[config.mk]
export PLATFORM = sky130hd
export DESIGN_NAME = owmq_front
export DESIGN_NICKNAME = d
export VERILOG_FILES = /design/src/rtl/owmq_pkg.sv /design/src/rtl/owmq_front.sv
export SDC_FILE = /design/constraint.sdc
export NUM_CORES = 1
export LEC_CHECK = 0
export BUFFER_PORTS_ARGS = -buffer_cell sky130_fd_sc_hd__buf_4
export CORE_AREA = 2 2 39 41
export DETAILED_ROUTE_END_ITERATION = 10
export DIE_AREA = 0 0 41 43
export PLACE_DENSITY_LB_ADDON = 0.15
export SLEW_MARGIN = 30
export SYNTH_ARGS = -nofsm -noshare
export SYNTH_HDL_FRONTEND = slang
export SYNTH_SLANG_ARGS = --single-unit
[constraint.sdc]
create_clock -name vclk -period 0.8
set_input_delay 0.12 -clock vclk [all_inputs]
set_output_delay 0.12 -clock vclk [all_outputs]
set_load 0.005 [all_outputs]
[src/rtl/owmq_pkg.sv]
// ----------------------------------------------------------------------------
// owmq_pkg
// Shared constants, command type and slot helper for the message queue.
// ----------------------------------------------------------------------------
`default_nettype none

package owmq_pkg;

   localparam int Slots      = 8;
   localparam int SlotBytes  = 512;
   localparam int SlotW      = $clog2(Slots);
   localparam int OffW       = $clog2(SlotBytes);
   localparam int LenW       = $clog2(SlotBytes + 1);
   localparam int AddrW      = SlotW + OffW;
   localparam int QueueDepth = 2;
   localparam int QPtrW      = $clog2(QueueDepth);
   localparam int QCntW      = $clog2(QueueDepth + 1);

   typedef enum logic [1:0] {
      OP_APPEND  = 2'd0,
      OP_READ    = 2'd1,
      OP_DISCARD = 2'd2,
      OP_STATUS  = 2'd3
   } op_type;

   typedef struct packed {
      op_type          op;
      logic [7:0]      data_byte;
      logic            byte_present;
      logic            last;
      logic [OffW-1:0] read_offset;
   } cmd_type;

   function automatic logic [SlotW-1:0] next_slot(input logic [SlotW-1:0] s);
      logic [SlotW-1:0] n;
      if (s == SlotW'(Slots - 1)) begin
         n = '0;
      end else begin
         n = s + 1'b1;
      end
      return n;
   endfunction

endpackage

`default_nettype wire

[src/rtl/owmq_front.sv]
// ----------------------------------------------------------------------------
// owmq_front
// Takes request items and decodes them into commands for the queue.
// ----------------------------------------------------------------------------
`default_nettype none

module owmq_front import owmq_pkg::*; (
   input  wire logic             req_valid,
   output logic                  req_ready,
   input  wire logic [1:0]       req_func,
   input  wire logic [7:0]       req_data_byte,
   input  wire logic             req_byte_present,
   input  wire logic             req_last,
   input  wire logic [OffW-1:0]  req_read_offset,
   output logic                  push,
   output cmd_type               push_cmd,
   input  wire logic             q_full
);

   op_type op;

   always_comb begin
      unique case (req_func)
         2'd0:    op = OP_APPEND;
         2'd1:    op = OP_READ;
         2'd2:    op = OP_DISCARD;
         default: op = OP_STATUS;
      endcase
   end

   assign req_ready = !q_full;
   assign push      = req_valid && !q_full;

   always_comb begin
      push_cmd.op           = op;
      // fields an op does not use are zeroed so the back end never sees stale bits
      push_cmd.data_byte    = (op == OP_APPEND) ? req_data_byte : 8'd0;
      push_cmd.byte_present = (op == OP_APPEND) && req_byte_present;
      push_cmd.last         = (op == OP_APPEND) && req_last;
      push_cmd.read_offset  = (op == OP_READ) ? req_read_offset : '0;
   end

endmodule

`default_nettype wire

==> out/metrics.cfg <==
[drt]
initialDrtViolationCount=0
drt-pass1-iter-count=1
drc=0
wirelength_um=913
detail_route.vias_per_cell=4.28
ant_nets=0
wl_per_cell_um=11.0
vias=355

[place]
place.gp.congestion=0.579
io_buffers=46
pre_cts_slack_ps=-34.3
placed_area_um2=583
dpl.cell_count=83

[min_path]
holdCritPathClass=in -> out

[floorplan]
die_h_um=43
dieArea_um2=1760
die_width_um=41
core_region_area_um2=1380
start_util=0.202
num_rows=14
top_level_ports=46

[logic_synthesis]
yosysTopAreaCell=nor3b_2
synth_area_um2=279
synth_nets=50
yosysWarnings=0
synthesis.instances=27
yosysSeqAreaShare=0
syn_area_per_cell_um2=10.3
synth.distinct_cells=8
netlist.area_leader.share=0.448
ys_top_cells_by_area=nor3b_2, and3b_1, buf_6, and3b_2, buf_12

[timing]
slew_viol_final=0
fmax_mhz=1300
period_share=0.961
setup_viol=0
max_slew_margin=0.889
setup_ws_ps=31.4
rsz0062_at_grt=false
worst_pin_slew_ps=166
fin_crit_ps=769
hold_viol=0

[worst_setup_path]
required_ps=680
startpoint_type=input pin
path_max_fanout=20
crit_type=in -> out
end_kind=output pin
cp.arrival_ps=650

[cells_and_area]
finish.utilization=0.427
layout.nets=92
nClkBuffers=0
drive_gt1_frac=0.881
syn_to_final_growth_pct=112
seq_cell_count=0
num_antenna_cells=0
instances_no_fill=83
final_area_um2=591
seq_area_um2=0

[power_and_ir_drop]
power_density_nw_per_um2=410
vdd.ir_drop.worst_v=0.000176
leakage_nw=0.334
fin_total_pwr_w=0.000242

[grt]
grt_pass1_vias=306
grt_max_degree=21
track_usage=0.0899
antenna_found_initial=0
grt-ovfl-total=0
grt_pass1_wl_um=1160

[status]
status=finished, final reports clean

[cts]
cts_setup_buffers=0
cts_resized=1
cts_hold_buf=0

[run]
maxCapViolations=0

through the flow:
| stage | hold slack [ps] | TNS (ps) |
|---|---|---|
| 4_1_cts | 472 | 0 |
| 3_3_place_gp | 468 | -123 |
| 5_1_grt | 480 | 0 |
| 6_report | 472 | 0 |
| 2_1_floorplan | 267 | 0 |
| 3_5_place_dp | 472 | -136 |
metal layers:
layer	part of all wire	up-vias	GRT usage
met5	0	-	0
met1	0.37	141	0.0854
li1	-	174	-
met2	0.43	40	0.191
met4	0	0	0
met3	0.19	0	0.0105
critical path, stage by stage:
cell and delay (ps):
buf_6 170, and3b_2 220, buf_4 130
power by group:
part	switching [W]	internal [W]	leakage (nW)	total, W
logic	0.0000773	0.000165	0.334	0.000242
clock network	0	0	0	0
registers	0	0	0	0
total	0.0000773	0.000165	0.334	0.000242
cell usage after synthesis:
cell	n
nor3b_2	10
and3b_1	6
and3b_2	3
buf_6	3
clkbuf_1	2
buf_12	1
inv_1	1
nor2b_1	1
logic make-up after synthesis:
logic type             count (synthesis)  synth area share
buffers and inverters                  7             0.233
AND/OR/NAND/NOR                       20             0.767
cells in the final DEF, fill, tap and decap left out, drive strengths merged:
master  count
and3b       9
buf        46
nor3b      10
inv         1
nor2b       1
final timing paths:
check | start | endpoint | cells after the start
worst min-delay path | q_full | req_ready | 3
worst max-delay path | req_func[1] | push_cmd[2] | 3
cell type report:
cell class                      count  area, um2
Fill cell                         144        793
Inverter                            1       3.75
Multi-Input combinational cell     20        214
Tap cell                           16       20.0
Timing Repair Buffer               46        353
(Power assumes the default switching activity.)
