**config.mk**
```make
export PLATFORM = sky130hd
export DESIGN_NAME = owmq_queue
export DESIGN_NICKNAME = d
export VERILOG_FILES = /design/src/rtl/owmq_pkg.sv /design/src/rtl/owmq_queue.sv
export SDC_FILE = /design/constraint.sdc
export NUM_CORES = 1
export LEC_CHECK = 0
export BUFFER_PORTS_ARGS = -buffer_cell sky130_fd_sc_hd__clkbuf_2
export CELL_PAD_IN_SITES_DETAIL_PLACEMENT = 1
export CELL_PAD_IN_SITES_GLOBAL_PLACEMENT = 1
export CORE_MARGIN = 5
export CORE_UTILIZATION = 44
export CTS_BUF_LIST = sky130_fd_sc_hd__clkbuf_2 sky130_fd_sc_hd__clkbuf_4 sky130_fd_sc_hd__clkbuf_8
export CTS_CLUSTER_SIZE = 30
export DETAILED_ROUTE_END_ITERATION = 8
export PLACE_DENSITY_LB_ADDON = 0.05
export SKIP_CTS_REPAIR_TIMING = 1
export SYNTH_ARGS = -nofsm -noshare
export SYNTH_HDL_FRONTEND = slang
export SYNTH_SLANG_ARGS = --single-unit
```
**constraint.sdc**
```tcl
create_clock -name clock -period 2.2 [get_ports clock]
set_input_delay 0.22 -clock clock [delete_from_list [all_inputs] [get_ports clock]]
set_output_delay 0.22 -clock clock [all_outputs]
set_load 0.01 [all_outputs]
```
**src/rtl/owmq_pkg.sv**
```systemverilog
// ----------------------------------------------------------------------------
// owmq_pkg
// Shared constants, command type and slot helper for the message queue.
// ----------------------------------------------------------------------------
`default_nettype none

package owmq_pkg;

   localparam int Slots      = 8;
   localparam int SlotBytes  = 512;
   localparam int SlotW      = $clog2(Slots);
   localparam int OffW       = $clog2(SlotBytes);
   localparam int LenW       = $clog2(SlotBytes + 1);
   localparam int AddrW      = SlotW + OffW;
   localparam int QueueDepth = 2;
   localparam int QPtrW      = $clog2(QueueDepth);
   localparam int QCntW      = $clog2(QueueDepth + 1);

   typedef enum logic [1:0] {
      OP_APPEND  = 2'd0,
      OP_READ    = 2'd1,
      OP_DISCARD = 2'd2,
      OP_STATUS  = 2'd3
   } op_type;

   typedef struct packed {
      op_type          op;
      logic [7:0]      data_byte;
      logic            byte_present;
      logic            last;
      logic [OffW-1:0] read_offset;
   } cmd_type;

   function automatic logic [SlotW-1:0] next_slot(input logic [SlotW-1:0] s);
      logic [SlotW-1:0] n;
      if (s == SlotW'(Slots - 1)) begin
         n = '0;
      end else begin
         n = s + 1'b1;
      end
      return n;
   endfunction

endpackage

`default_nettype wire

```
**src/rtl/owmq_queue.sv**
```systemverilog
// ----------------------------------------------------------------------------
// owmq_queue
// Short command queue between the decode front and the execution back end.
// ----------------------------------------------------------------------------
`default_nettype none

module owmq_queue import owmq_pkg::*; (
   input  wire logic    clock,
   input  wire logic    reset,
   input  wire logic    push,
   input  wire cmd_type push_cmd,
   output logic         full,
   output logic         q_valid,
   output cmd_type      q_cmd,
   input  wire logic    pop
);

   cmd_type           entry_ff [QueueDepth];
   logic [QPtrW-1:0]  wr_ptr_ff, wr_ptr_in;
   logic [QPtrW-1:0]  rd_ptr_ff, rd_ptr_in;
   logic [QCntW-1:0]  count_ff, count_in;

   function automatic logic [QPtrW-1:0] ptr_inc(input logic [QPtrW-1:0] p);
      logic [QPtrW-1:0] n;
      if (p == QPtrW'(QueueDepth - 1)) begin
         n = '0;
      end else begin
         n = p + 1'b1;
      end
      return n;
   endfunction

   assign full    = (count_ff == QCntW'(QueueDepth));
   assign q_valid = (count_ff != '0);
   assign q_cmd   = entry_ff[rd_ptr_ff];

   always_comb begin
      wr_ptr_in = push ? ptr_inc(wr_ptr_ff) : wr_ptr_ff;
      rd_ptr_in = pop ? ptr_inc(rd_ptr_ff) : rd_ptr_ff;
      count_in  = count_ff;
      if (push && !pop) begin
         count_in = count_ff + 1'b1;
      end else if (pop && !push) begin
         count_in = count_ff - 1'b1;
      end
   end

   always_ff @(posedge clock) begin
      if (reset) begin
         wr_ptr_ff <= '0;
         rd_ptr_ff <= '0;
         count_ff  <= '0;
      end else begin
         wr_ptr_ff <= wr_ptr_in;
         rd_ptr_ff <= rd_ptr_in;
         count_ff  <= count_in;
      end
   end

   always_ff @(posedge clock) begin
      if (push) begin
         entry_ff[wr_ptr_ff] <= push_cmd;
      end
   end

endmodule

`default_nettype wire

```
==> impl_metrics.toml, run 1 <==
[sta]
rsz0062_at_grt = "false"
clock.fmax_ghz = 0.643
tns_ns = 0
report.final.hold_viol_count = 0
setup_viol = 0
slew_violations = 0
layout_worst_path_cycle_share_pct = 70.7
max_slew_margin_pct = 65.2
fin_crit_ns = 1.55
tightest_slew_ns = 0.519
fin_skew_ns = 0.00405

[logic_synthesis]
postSynthCellCount = 87
ys_seq_area_share_pct = 79.2
synth_edf_count = 42
synthMuxAreaShare_pct = 13.8
synthAdderAreaFrac_pct = 0.728
yosys.area.top_type = "edfxtp_1"
ys_top_cells_by_count = "42 x edfxtp_1, 21 x mux2_2, 5 x dfxtp_1"
synth_area_mm2 = 0.00172
ys_async_sr_fraction_pct = 0
synth_area_leaders = "edfxtp_1 73%, mux2_2 14%, dfxtp_1 5.8%"
synth_compound_area_share_pct = 0.583
synth-seq-cells = 47
yosysMostFrequentCell = "edfxtp_1"
synth_top_area_share_pct = 73.4
synth_xor_area_share_pct = 2.04
synth_warnings = 0
synth_top_family_by_area = "multiplexers"
synth-simple-area-share_pct = 2.84
synth.net_count = 113
syn_area_per_cell_um2 = 19.7
ys_types = 16
ys.flop_type = "edfxtp_1"

[power_and_ir_drop]
power.leakage_nw = 0.831
ir_drop_mv = 0.626
p_per_area_mw_per_mm2 = 839
total_power_w = 0.00179

[setup_path]
crit_path_cell_trace = "buf_4 -> mux2_2 -> clkbuf_2"
slowest_delay_ns = 0.37
worstPathRequired_ns = 1.98
r2r.worst_path.cells = 2
end_kind = "primary output"
crit_path_start_kind = "flip-flop"
crit_type = "reg -> out"
critPathSlowestCell = "mux2_2"
cp_max_fo = 12
rrSetupSlack_ns = 0.78
arrival_ns = 1.33

[global_route]
antenna_found_initial = 0
grt_max_degree = 17
grt_usage_pct = 11.7
grt_pass1_vias = 996
grt_overflow = 0
grt_pass1_wl_um = 4580

[cells_and_area]
fin_nets = 169
layout-drive-gt1-share_pct = 57.6
n_antenna_cell = 0
finish.utilization_pct = 57.3
syn_to_final_growth_pct = 24.0
fill_cells = 372

[floorplan]
chipWidth_um = 72.5
num_io_pins = 48
core_mm2 = 0.00372
rows = 22
die_height_um = 72.5
start_util_pct = 46.2
die_area_mm2 = 0.00525

[cts]
cts.sinks = 47
clock-root-buffer = "clkbuf_8"
clkLatencyLatePin_ns = 0.29
tritoncts = "yes"
cts_buffer_depth = 2
clk_pin_slew_ns = 0.09
ctsHtreeMaxLevel = 2
cts_inserted_buffers = 5

[worst_hold_path]
worstHoldPathCells = 1
min_path_type = "in -> reg"

[route]
viasPerCell = 4.69
postRouteAntennaNets = 0
wl_per_cell_um = 14.5
dr.pass1.iters = 3
drt_iter0_drc = 16
wl_um = 2790
via_count = 901
drt_drc_violations_left = 0

[status]
outcome = "completed"

[placement]
dp_hpwl_um = 2160
gp_congestion = 0.666
port_buffers = 47

[flow_run]
max-cap-violations = 0
==> logic make-up (layout without fill, tap and decap cells) <==
logic type | count (synthesis) | count (layout)
adder cells (fa/ha/maj) | 1 | 1
AND/OR/NAND/NOR | 9 | 9
multiplexers | 21 | 21
AO/OA/AOI/OAI | 2 | 2
flip-flops | 47 | 47
XOR/XNOR | 4 | 4
buffers and inverters | 3 | 60
==> metrics by stage <==
step	std cells	instance area (µm²)	hold WS (ns)	setup slack (ns)
global placement	184	2040	0.411	0.762
floorplan	87	1720	0.289	0.515
global route	192	2130	0.0950	0.562
detailed placement	184	2040	0.415	0.726
finish	192	2130	0.121	0.646
CTS	192	2130	0.103	0.622
==> power by group <==
| group | switching, W | leakage [nW] | internal [W] |
|---|---|---|---|
| combinational | 0.000118 | 0.351 | 0.000115 |
| clock | 0.000272 | 0.0443 | 0.000227 |
| sequential | 0.0000187 | 0.436 | 0.00104 |
| total | 0.000409 | 0.831 | 0.00138 |
==> worst paths after layout <==
path | from | end
max | flip-flop | q_cmd[6]
min | push_cmd[12] | entry_ff[1][12]
min reg2reg | count_ff[1] | count_ff[1]
max reg2reg | wr_ptr_ff | entry_ff[1][10]
==> per-layer routing <==
metal | track usage [%] | up-vias | share of wire [%]
li1 | - | 436 | -
met1 | 13.2 | 441 | 39
met2 | 20.7 | 22 | 55
met3 | 4.16 | 2 | 4.9
met4 | 3.69 | 0 | 0.82
met5 | 0 | - | 0
==> cells in the final DEF, fill, tap and decap left out <==
cell,n
buf_4,4
o21ai_0,1
edfxtp_1,42
xnor2_1,2
inv_1,1
and2b_2,1
clkbuf_8,5
or3_1,1
mux2_2,21
nor2_1,4
clkinvlp_4,1
ha_1,1
xor2_1,2
clkinv_4,2
dfxtp_1,5
clkbuf_2,47
a21oi_1,1
or2_2,1
and2_1,1
nor2b_2,1
==> state kept, by name, summed over array words and instances (netlist names), named ones only <==
signal,cells
rd_ptr_ff,1
wr_ptr_ff,1
count_ff,2
entry_ff,42
==> final cells by class <==
class | count | area [µm²] | area share, %
inverters | 1 | 3.75 | 0.176
well taps | 48 | 60.1 | 2.82
clock inverters | 3 | 25.0 | 1.18
repair buffers | 51 | 265 | 12.5
clock buffers | 5 | 68.8 | 3.23
multi-input cells | 37 | 345 | 16.2
flip-flops and latches | 47 | 1360 | 63.9
==> worst max-delay path, delay by kind of cell (launching register included) <==
| family | cells | cell delay (ns) |
|---|---|---|
| mux | 1 | 0.37 |
| flops | 1 | 0.34 |
| buf+inv | 2 | 0.34 |
Note: power is estimated with default switching activity, not from simulation.
==> run 2, diff against run 1 <==
--- a/config.mk
+++ b/config.mk
@@ -9,7 +9,7 @@
 export CELL_PAD_IN_SITES_DETAIL_PLACEMENT = 1
 export CELL_PAD_IN_SITES_GLOBAL_PLACEMENT = 1
 export CORE_MARGIN = 5
-export CORE_UTILIZATION = 44
+export CORE_UTILIZATION = 40
 export CTS_BUF_LIST = sky130_fd_sc_hd__clkbuf_2 sky130_fd_sc_hd__clkbuf_4 sky130_fd_sc_hd__clkbuf_8
 export CTS_CLUSTER_SIZE = 30
 export DETAILED_ROUTE_END_ITERATION = 8
==> constraint.sdc (replaced) <==
create_clock -name clock -period 1.4 [get_ports clock]
set_input_delay 0.14 -clock clock [delete_from_list [all_inputs] [get_ports clock]]
set_output_delay 0.14 -clock clock [all_outputs]
set_load 0.01 [all_outputs]
==> impl_metrics.toml, run 2 (synthesis results as in run 1) <==
[floorplan]
core_mm2 = 0.00409
start_util_pct = 42.0
die_height_um = 75.5
chipWidth_um = 75.5
rows = 23
die_area_mm2 = 0.00571
num_io_pins = 48

[setup_path]
worst-path-buf-inv = 2
critical_path.reg2reg.startpoint = "wr_ptr_ff"
rr_endpoint = "entry_ff[1][13]"
critPathSlowestCell = "dfxtp_4"
worstPathRequired_ns = 1.26
end_kind = "primary output"
crit_path_cell_trace = "clkbuf_16 -> mux2_4 -> buf_6"
slowest_delay_ns = 0.41
crit_type = "reg -> out"
rrSetupSlack_ns = 0.35
crit_path_start_kind = "flip-flop"
arrival_ns = 1.28
r2r.worst_path.cells = 2
cp_max_fo = 5
path_delay_family = "flip-flops"

[route]
drt_drc_violations_left = 0
wl_um = 3260
dr.pass1.iters = 4
via_count = 959
drt_iter0_drc = 42
viasPerCell = 4.87
postRouteAntennaNets = 0
wl_per_cell_um = 16.5

[global_route]
grt_max_degree = 14
grt_pass1_wl_um = 4720
use_met3_pct = 4.09
met1_usage_pct = 12.9
grt_usage_pct = 11.7
busiest_layer = "met2"
met2_usage_pct = 20.4
grt_pass1_vias = 1037
grt_overflow = 0
antenna_found_initial = 0

[cells_and_area]
finish.utilization_pct = 58.6
layout-drive-gt1-share_pct = 58.5
largest_register_ffs = 42
layout_common_cells = "42 x edfxtp_1, 26 x clkbuf_2, 22 x buf_6, 21 x mux2_4, 5 x clkbuf_8"
top_regs = "entry_ff (42), count_ff (2)"
syn_to_final_growth_pct = 39.5
fin_cells = 197
fin_nets = 173
top_register = "entry_ff"
n_antenna_cell = 0
final_common_cell = "edfxtp_1"

[sta]
whs_ns = 0.0320
setup_viol = 18
fin_skew_ns = 0.00423
tns_ns = -0.206
tightest_slew_ns = 0.193
fin_crit_ns = 1.42
fin_ws_ns = -0.0221
report.final.hold_viol_count = 0
clock.fmax_ghz = 0.703
slew_violations = 0
layout_worst_path_cycle_share_pct = 102
rsz0062_at_grt = "true"
max_slew_margin_pct = 87.1

[power_and_ir_drop]
ir_drop_mv = 0.595
p_per_area_mw_per_mm2 = 1230
power.leakage_nw = 0.980

[cts]
ctsHtreeMaxLevel = 2
cts_buffer_depth = 2
clk_pin_slew_ns = 0.08
clkLatencyLatePin_ns = 0.29
cts_inserted_buffers = 5
clock-root-buffer = "clkbuf_8"
tritoncts = "yes"
cts.sinks = 47

[worst_hold_path]
min_path_type = "in -> reg"
min_from = "push_cmd[11]"
worstHoldPathCells = 1
holdPathEnd = "entry_ff[0][11]"

[placement]
dp_hpwl_um = 2220
dp_cells = 188
post-place-ws_ns = 0.210
gp_congestion = 0.634
port_buffers = 47

[status]
outcome = "complete, but fails checks"
violations = "setup timing"

[flow_run]
max-cap-violations = 0
-- run 2: cell type report --
cell class	count	area [µm²]
Clock buffer	5	68.8
Clock inverter	2	8.76
Fill cell	381	1690
Inverter	1	3.75
Multi-Input combinational cell	37	424
Sequential cell	47	1370
Tap cell	50	62.6
Timing Repair Buffer	55	463
-- run 2: per-stage QoR --
| stage | total power [W] | instance area (µm²) |
|---|---|---|
| floorplan | 0.00189 | 1720 |
| global placement | 0.00206 | 2050 |
| detailed placement | 0.00207 | 2050 |
| CTS | 0.00282 | 2130 |
| global route | 0.00310 | 2400 |
| finish | 0.00295 | 2400 |
-- run 2: worst max path at each step --
| stage | end | startpoint | cells after the start | slack (ns) |
|---|---|---|---|---|
| after floorplan | entry_ff[1][0] | wr_ptr_ff | 1 | 0.1 |
| after global placement | q_cmd[14] | flip-flop | 3 | 0.26 |
| after detailed placement | count_ff[1] | push | 4 | 0.21 |
| after CTS | q_cmd[17] | flip-flop | 3 | -0.08 |
| after global routing | q_cmd[2] | flip-flop | 3 | -0.07 |
| final | q_cmd[11] | flip-flop | 3 | -0.02 |
-- run 2: where the power goes --
part,internal [W],switching (W),total [W]
logic,0.000326,0.000214,0.000540
registers,0.00163,0.0000383,0.00167
clock network,0.000332,0.000407,0.000739
-- run 2: per-layer routing --
metal  routed length, µm  vias up
li1                    -      445
met1                1240      477
met2                1770       31
met3                 189        6
met4                  57        0
met5                   0        -
-- run 2: worst register-to-register path, delay by kind of cell, from the launching register on --
kind          cells  cell delay [ns]
buf+inv           1             0.21
flops             1             0.38
simple gates      1             0.17
==> run 3, diff against run 2 <==
--- a/config.mk
+++ b/config.mk
@@ -9,8 +9,8 @@
 export CELL_PAD_IN_SITES_DETAIL_PLACEMENT = 1
 export CELL_PAD_IN_SITES_GLOBAL_PLACEMENT = 1
 export CORE_MARGIN = 5
-export CORE_UTILIZATION = 40
-export CTS_BUF_LIST = sky130_fd_sc_hd__clkbuf_2 sky130_fd_sc_hd__clkbuf_4 sky130_fd_sc_hd__clkbuf_8
+export CORE_UTILIZATION = 38
+export CTS_BUF_LIST = sky130_fd_sc_hd__clkbuf_16
 export CTS_CLUSTER_SIZE = 30
 export DETAILED_ROUTE_END_ITERATION = 8
 export PLACE_DENSITY_LB_ADDON = 0.05
==> impl_metrics.toml, run 3 (synthesis results as in run 1) <==
[setup_path]
rr_endpoint = "entry_ff[1][18]"
r2r.worst_path.cells = 2
cp_max_fo = 6
arrival_ns = 1.25
end_kind = "primary output"
crit_path_start_kind = "flip-flop"
crit_path_cell_trace = "buf_8 -> mux2_4 -> buf_6"
critPathSlowestCell = "dfxtp_4"
crit_type = "reg -> out"
worstPathRequired_ns = 1.26
path_delay_family = "flip-flops"
slowest_delay_ns = 0.39
worst-path-buf-inv = 2
rrSetupSlack_ns = 0.32
critical_path.reg2reg.startpoint = "wr_ptr_ff"

[cts]
cts.sinks = 47
tritoncts = "yes"
ctsHtreeMaxLevel = 2
clkLatencyLatePin_ns = 0.28
cts_buffer_depth = 2
clock-root-buffer = "clkbuf_16"
cts_inserted_buffers = 5
clk_pin_slew_ns = 0.06

[power_and_ir_drop]
p_seq_share_pct = 50.4
switching_share_pct = 21.7
pwr-share-comb_pct = 16.3
power.leakage_nw = 1.01
p_per_area_mw_per_mm2 = 1360
p_int_w = 0.00259
total_power_w = 0.00331
clockPowerShare_pct = 33.3
netSwitchingPower_w = 0.000719
ir_drop_mv = 0.571

[cells_and_area]
top_regs = "entry_ff (42), count_ff (2)"
fin_nets = 173
syn_to_final_growth_pct = 42.3
n_antenna_cell = 0
largest_register_ffs = 42
final_common_cell = "edfxtp_1"
top_register = "entry_ff"
layout_common_cells = "42 x edfxtp_1, 26 x clkbuf_2, 23 x buf_6, 21 x mux2_4, 5 x clkbuf_16"
fill_cells = 404
layout-drive-gt1-share_pct = 58.1

[global_route]
grt_max_degree = 14
grt_pass1_vias = 1069
antenna_found_initial = 0
grt_usage_pct = 11.8
grt_overflow = 0
grt_pass1_wl_um = 5370

[floorplan]
num_io_pins = 48
core_mm2 = 0.00438
die_area_mm2 = 0.00597
chipWidth_um = 77.2
die_height_um = 77.2
start_util_pct = 39.2
rows = 24

[status]
outcome = "completed"

[route]
postRouteAntennaNets = 0
wl_um = 3530
viasPerCell = 4.82
drt_iter0_drc = 44
dr.pass1.iters = 4
drt_drc_violations_left = 0
via_count = 963
wl_per_cell_um = 17.7

[sta]
fin_skew_ns = 0.00314
whs_ns = 0.0506
fin_crit_ns = 1.39
max_slew_margin_pct = 86.3
slew_violations = 0
setup_viol = 0
clock.fmax_ghz = 0.720
rsz0062_at_grt = "true"
report.final.hold_viol_count = 0
tightest_slew_ns = 0.204
layout_worst_path_cycle_share_pct = 99.2

[flow_run]
max-cap-violations = 0

[placement]
port_buffers = 47
gp_congestion = 0.621
dp_hpwl_um = 2370

[worst_hold_path]
min_from = "push_cmd[5]"
worstHoldPathCells = 1
holdPathEnd = "entry_ff[1][5]"
min_path_type = "in -> reg"
run 3: changes by cell type in the layout (fill, tap and decap cells not counted), sizes merged:
cell and change:
inv +2, buf +1, clkbuf -1, clkinv -1
run 3: worst max path at each step:
stage	start	endpoint	depth (start not counted)
after global placement	flip-flop	q_cmd[13]	3
after CTS	flip-flop	q_cmd[14]	3
after global routing	flip-flop	q_cmd[1]	3
final	flip-flop	q_cmd[14]	3
after floorplan	wr_ptr_ff	entry_ff[1][0]	1
after detailed placement	push	count_ff[1]	4
run 3: layer usage:
layer  vias up  track usage, %  share of wire, %
met5         -               0                 0
met4         0            5.67               1.6
met3         4            4.10               5.0
met2        31            18.9                48
met1       475            14.1                45
li1        453               -                 -
run 3: power groups by stage:
stage	Combinational (W)	Sequential [W]	Clock, W
global placement	0.000377	0.00168	0
finish	0.000541	0.00167	0.00110
global route	0.000579	0.00168	0.00119
detailed placement	0.000390	0.00169	0
CTS	0.000393	0.00166	0.00113
floorplan	0.000213	0.00168	0
run 3: metrics by stage:
step	worst slack, ns	area (µm²)	utilization [%]	instances	setup TNS, ns
after floorplan	0.0965	1720	-	87	0
after global placement	0.258	2060	46.9	190	0
after detailed placement	0.211	2060	46.9	190	0
after CTS	-0.0574	2190	50.0	198	-0.850
after global routing	-0.0272	2440	55.8	200	-0.394
final	0.0106	2440	55.8	200	0
run 3: cell type report:
class,instances,area [µm²],share of cell area (%)
Clock inverter,3,12.5,0.512
Timing Repair Buffer,55,449,18.4
Tap cell,52,65.1,2.66
Sequential cell,47,1370,55.8
Inverter,1,3.75,0.154
Clock buffer,5,125,5.12
Multi-Input combinational cell,37,424,17.3
